===== config.mk =====
export PLATFORM = sky130hd
export DESIGN_NAME = rme_cordic
export DESIGN_NICKNAME = d
export VERILOG_FILES = /design/src/rtl/rme_pkg.sv /design/src/rtl/rme_cordic.sv
export SDC_FILE = /design/constraint.sdc
export NUM_CORES = 2
export LEC_CHECK = 0
export BUFFER_PORTS_ARGS = -buffer_cell sky130_fd_sc_hd__clkbuf_2
export CORE_MARGIN = 3
export CORE_UTILIZATION = 45
export DETAILED_ROUTE_END_ITERATION = 16
export PLACE_DENSITY = 0.6
export REMOVE_ABC_BUFFERS = 1
export SYNTH_ARGS = -nofsm -noshare
export SYNTH_HDL_FRONTEND = slang
export SYNTH_SLANG_ARGS = --single-unit

===== constraint.sdc =====
create_clock -name clk -period 7.1 [get_ports clk]
set_clock_uncertainty 0.05 [all_clocks]
set_input_delay 1.065 -clock clk [delete_from_list [all_inputs] [get_ports clk]]
set_output_delay 1.065 -clock clk [all_outputs]
set_load 0.05 [all_outputs]

===== src/rtl/rme_pkg.sv =====
// shared constants, types and functions for the rotation matrix to euler block
package rme_pkg;

  localparam int CordicStages = 16;
  localparam int CordicW      = 32;   // vector datapath width
  localparam int AngW         = 33;   // Q2.30 accumulator plus sign room
  localparam int SqrtSteps    = 24;   // result bits of the square root

  localparam logic signed [AngW-1:0] HalfPiQ30 = 33'sd1686629713;
  localparam logic signed [15:0] PiQ13     = 16'sd25736;
  localparam logic signed [15:0] HalfPiQ13 = 16'sd12868;
  localparam logic [14:0] PoleThresholdReset = 15'd16351;

  localparam logic [1:0] ModeRegular = 2'd0;
  localparam logic [1:0] ModeNorth   = 2'd1;
  localparam logic [1:0] ModeSouth   = 2'd2;

  localparam logic [1:0] RegPoleThreshold = 2'd0;

  // atan(2^-i) in Q2.30, truncated
  function automatic logic signed [AngW-1:0] stage_angle(input int i);
    logic signed [AngW-1:0] a;
    a = '0;
    unique case (i)
      0: a = 33'sd843314856;
      1: a = 33'sd497837829;
      2: a = 33'sd263043836;
      3: a = 33'sd133525158;
      4: a = 33'sd67021686;
      5: a = 33'sd33543515;
      6: a = 33'sd16775850;
      7: a = 33'sd8388437;
      8: a = 33'sd4194282;
      9: a = 33'sd2097149;
      default: a = (33'sd1 <<< (30 - i)) - 33'sd1;
    endcase
    return a;
  endfunction

  typedef struct packed {
    logic signed [CordicW-1:0] x;
    logic signed [CordicW-1:0] y;
    logic signed [AngW-1:0]    z;
    logic                      zero;
  } rme_vec_t;

  typedef struct packed {
    logic        valid;
    logic [1:0]  mode;
    logic signed [15:0] r10;
    logic signed [15:0] r02;
    logic signed [15:0] r22;
    logic signed [15:0] r12;
    logic signed [15:0] r11;
    logic signed [15:0] r20;
    logic signed [15:0] r00;
  } rme_side_t;

endpackage


===== src/rtl/rme_cordic.sv =====
// pipelined cordic atan2 in vectoring mode, one stage per register
module rme_cordic (
  input  logic                clk,
  input  logic                en,
  input  logic signed [22:0]  y_in,   // already scaled operands
  input  logic signed [22:0]  x_in,
  output logic signed [15:0]  ang_out // q3.13, saturated to pi
);

  localparam int N = rme_pkg::CordicStages;
  localparam int W = rme_pkg::CordicW;

  rme_pkg::rme_vec_t pre_nxt;
  rme_pkg::rme_vec_t stg_r [N+1];
  rme_pkg::rme_vec_t stg_nxt [N];
  logic signed [rme_pkg::AngW-1:0] zr;
  logic signed [rme_pkg::AngW-1:0] zs;
  logic signed [15:0] ang_nxt;
  logic signed [15:0] ang_r;

  always_comb begin
    logic signed [W-1:0] xs;
    logic signed [W-1:0] ys;
    xs = W'(x_in) <<< 8;
    ys = W'(y_in) <<< 8;
    pre_nxt.zero = (x_in == '0) && (y_in == '0);
    pre_nxt.x = xs;
    pre_nxt.y = ys;
    pre_nxt.z = '0;
    if (xs < 0) begin
      if (ys >= 0) begin
        pre_nxt.x = ys;
        pre_nxt.y = -xs;
        pre_nxt.z = rme_pkg::HalfPiQ30;
      end else begin
        pre_nxt.x = -ys;
        pre_nxt.y = xs;
        pre_nxt.z = -rme_pkg::HalfPiQ30;
      end
    end
  end

  for (genvar i = 0; i < N; i++) begin : g_stage
    always_comb begin
      stg_nxt[i] = stg_r[i];
      if (stg_r[i].y >= 0) begin
        stg_nxt[i].x = stg_r[i].x + (stg_r[i].y >>> i);
        stg_nxt[i].y = stg_r[i].y - (stg_r[i].x >>> i);
        stg_nxt[i].z = stg_r[i].z + rme_pkg::stage_angle(i);
      end else begin
        stg_nxt[i].x = stg_r[i].x - (stg_r[i].y >>> i);
        stg_nxt[i].y = stg_r[i].y + (stg_r[i].x >>> i);
        stg_nxt[i].z = stg_r[i].z - rme_pkg::stage_angle(i);
      end
    end
  end

  always_ff @(posedge clk) begin
    if (en) begin
      stg_r[0] <= pre_nxt;
      for (int i = 0; i < N; i++) stg_r[i+1] <= stg_nxt[i];
      ang_r <= ang_nxt;
    end
  end

  always_comb begin
    zr = (stg_r[N].z + rme_pkg::AngW'(65536)) >>> 17;
    zs = zr;
    if (zr > rme_pkg::AngW'(rme_pkg::PiQ13)) zs = rme_pkg::AngW'(rme_pkg::PiQ13);
    if (zr < -rme_pkg::AngW'(rme_pkg::PiQ13)) zs = -rme_pkg::AngW'(rme_pkg::PiQ13);
    ang_nxt = stg_r[N].zero ? 16'sd0 : zs[15:0];
  end

  assign ang_out = ang_r;

endmodule


==> flow_summary_export.csv <==
group,metric,value,unit
status,status,"finished, final reports clean",
synthesis,ys_ff_latch,1429,
sta,hold_viol,0,
critical_path,crit_family,"compound AO/OA/AOI/OAI gates",
synthesis,yosysSeqAreaShare,0.3632,
critical_path,slowest_delay,610,ps
layout,multi_input_area,0.07242,mm2
cts,htreeDepth,4,
detailed_routing,firstDrtPassIters,6,
synthesis,synth_top_area_frac,0.3632,
critical_path,startpoint_type,"flip-flop",
sta,fmax,0.1769,GHz
layout,fillerInstances,23810,
sta,relSlewSlack,0.1804,
critical_path,cp-end-kind,"flip-flop",
floorplan,die_w,518.4,um
critical_path,arrival,6180,ps
floorplan,initial_core_util,0.4537,
detailed_routing,drtAntennaViolNets,0,
detailed_routing,wl_per_cell,18.72,um
synthesis,netlist_area,0.1181,mm2
critical_path,cp_num_buf_inv,0,
critical_path,critPathRequiredTime,7630,ps
layout,ff_latch_area,0.04291,mm2
critical_path,cp_slowest_cell,"a221oi_1",
cts,cts_setup_buffers,0,
critical_path,worstSetupPathType,"flip-flop to flip-flop",
placement,io_buffers,63,
synthesis,yosys_warnings,0,
global_routing,grt_pass1_vias,90080,
critical_path,cp_max_fo,5,
floorplan,rows,187,
synthesis,synth_area_leaders,"edfxtp_1 (36%), ha_1 (13%), xnor2_1 (8.9%)",
global_routing,grt_max_degree,179,
sta,fin_setup_tns,0,ps
detailed_routing,vias,92360,
global_routing,grt_antenna_before_repair,2,
synthesis,synth_most_common_cell,"edfxtp_1",
cts,post_cts_resized,0,
synthesis,async_reset_ff_frac,0,
synthesis,yosysUniqueCellTypes,97,
cts,cts.sinks,1429,
layout,drive_above_1_share,0.04254,
synthesis,syn_area_per_cell,9.568,um2
cts,clock_latency,820,ps
floorplan,fp.coreArea,0.2604,mm2
floorplan,die_h,518.4,um
layout,nNetsFinal,13740,
layout,fin_area,0.1285,mm2
global_routing,grt-ovfl-total,0,
floorplan,fp.dieArea,0.2687,mm2
sta,rsz0062_at_grt,"false",
run,max-cap-violations,0,
floorplan,ios,64,
hold_path,hp-class,"flip-flop to flip-flop",
global_routing,grt_pass1_wl,479.1,mm
global_routing,gr-usage-all-layers,0.2164,
layout,fin_util,0.4933,
cts,hold_buffers,0,
cts,clk_pin_slew,60,ps
placement,gp_congestion,0.9447,
synthesis,synth_ff_type,"edfxtp_1",
placement,place_area,0.1226,mm2
synthesis,synth-edff-count,1429,
synthesis,syn_inst,12350,
detailed_routing,vias_per_cell,5.746,
detailed_routing,drt_iter0_markers,6428,
cts,cts_tree,"yes",
critical_path,crit_chain,"or4_1 > or3_1 > o31ai_1 > a21boi_0 > xnor2_1 > ha_1 > nor3_1 > o21ai_0 > a21o_1 > a221oi_1 > o21ai_0 > a211oi_1 > a21oi_1 > a21o_1 > a21oi_1 > xnor2_1",
sta,setup_viol,0,
sta,layout_min_cycle_time,5654,ps
sta,period_share,0.7963,
cts,cts_root_buf,"clkbuf_16",
synthesis,yosys.area.top_type,"edfxtp_1",
cts,cts_buffers,170,
cts,clockBufferDepth,3,
detailed_routing,post-route-drc-count,0,
synthesis,synth_common_cells,"edfxtp_1 (1429), ha_1 (1225), xnor2_1 (1201), a21oi_1 (1108), nor2_1 (914)",
layout,area_growth,8.739,%
sta,worst_pin_slew,1198,ps
placement,hpwl,237.1,mm
detailed_routing,routed_wl,300.9,mm
sta,slew_violations,0,
-- path summary, 6_finish.rpt --
check	start	end	slack [ps]	depth (start not counted)
worst max-delay path	stg_r[0][632]	stg_r[0][782]	1450	16
worst min register to register	stg_r[0][392]	stg_r[0][490]	370	0
worst min-delay path	stg_r[0][392]	stg_r[0][490]	370	0
worst max register to register	stg_r[0][632]	stg_r[0][782]	1450	16
-- through the flow --
stage	hold WS, ps	instances	setup slack (ps)
global placement	352.8	15760	1336
detailed placement	354.5	15760	1484
finish	367.3	16080	1446
floorplan	350.3	12140	596.6
CTS	368.6	16070	1461
global route	371.5	16080	1067
-- cells in the final DEF (no fill, tap or decap), types with 58 or more instances in the layout --
| master | synthesis | routed |
|---|---|---|
| edfxtp_1 | 1429 | 1429 |
| ha_1 | 1225 | 1225 |
| xnor2_1 | 1201 | 1201 |
| a21oi_1 | 1108 | 1108 |
| nor2_1 | 914 | 914 |
| o21ai_0 | 772 | 772 |
| nand2_1 | 743 | 743 |
| xor2_1 | 636 | 636 |
| inv_1 | 531 | 531 |
| a21o_1 | 507 | 507 |
| nor3_1 | 229 | 229 |
| nand3_1 | 216 | 216 |
| nand2b_1 | 215 | 215 |
| o31ai_1 | 201 | 201 |
| nor2b_1 | 183 | 183 |
| clkbuf_16 | 0 | 175 |
| or3_1 | 171 | 171 |
| o21a_1 | 148 | 148 |
| o21bai_1 | 144 | 144 |
| and3_1 | 119 | 119 |
| a31oi_1 | 107 | 107 |
| or4_1 | 101 | 101 |
| nand4_1 | 97 | 97 |
| o41ai_1 | 93 | 93 |
| a211oi_1 | 86 | 86 |
| or2_2 | 83 | 83 |
| conb_1 | 1 | 79 |
| nor4_1 | 62 | 62 |
| clkbuf_2 | 3 | 62 |
| a21boi_0 | 58 | 58 |
-- registers in the layout, indices dropped and copies added (netlist names) --
register and flops:
stg_r 1413, ang_out 16
-- kinds of logic (layout without fill, tap and decap cells) --
| kind of cell | Yosys count | in the layout | synth area share |
|---|---|---|---|
| DFF | 1429 | 1429 | 0.3632 |
| AOI/OAI and AO/OA | 3655 | 3655 | 0.1970 |
| xor gates and xnor gates | 1837 | 1837 | 0.1362 |
| and+or+nand+nor | 3277 | 3277 | 0.1366 |
| muxes | 49 | 49 | 0.004215 |
| other | 1 | 81 | 0.00003174 |
| adders and majority gates | 1276 | 1276 | 0.1365 |
| buffers and inverters | 823 | 975 | 0.02628 |
-- cell type report --
type                       count  share of cell area
inverter                     535             0.01563
timing repair buffer         126            0.006935
clock buffer                 197             0.03473
tap                         3496             0.03405
antenna                        2          0.00003896
sequential                  1429              0.3340
clock inverter               117             0.01086
multi-input combinational  10170              0.5637
-- routing by layer --
layer | up-vias | part of all wire | GRT usage
li1 | 45860 | - | -
met1 | 43960 | 0.43 | 0.2661
met2 | 2001 | 0.50 | 0.3923
met5 | - | 0 | 0
met4 | 0 | 0.034 | 0.07205
met3 | 533 | 0.038 | 0.02343
Power is not shown: default switching activity piles up to over one toggle a cycle in this logic, so the estimate is an artifact.
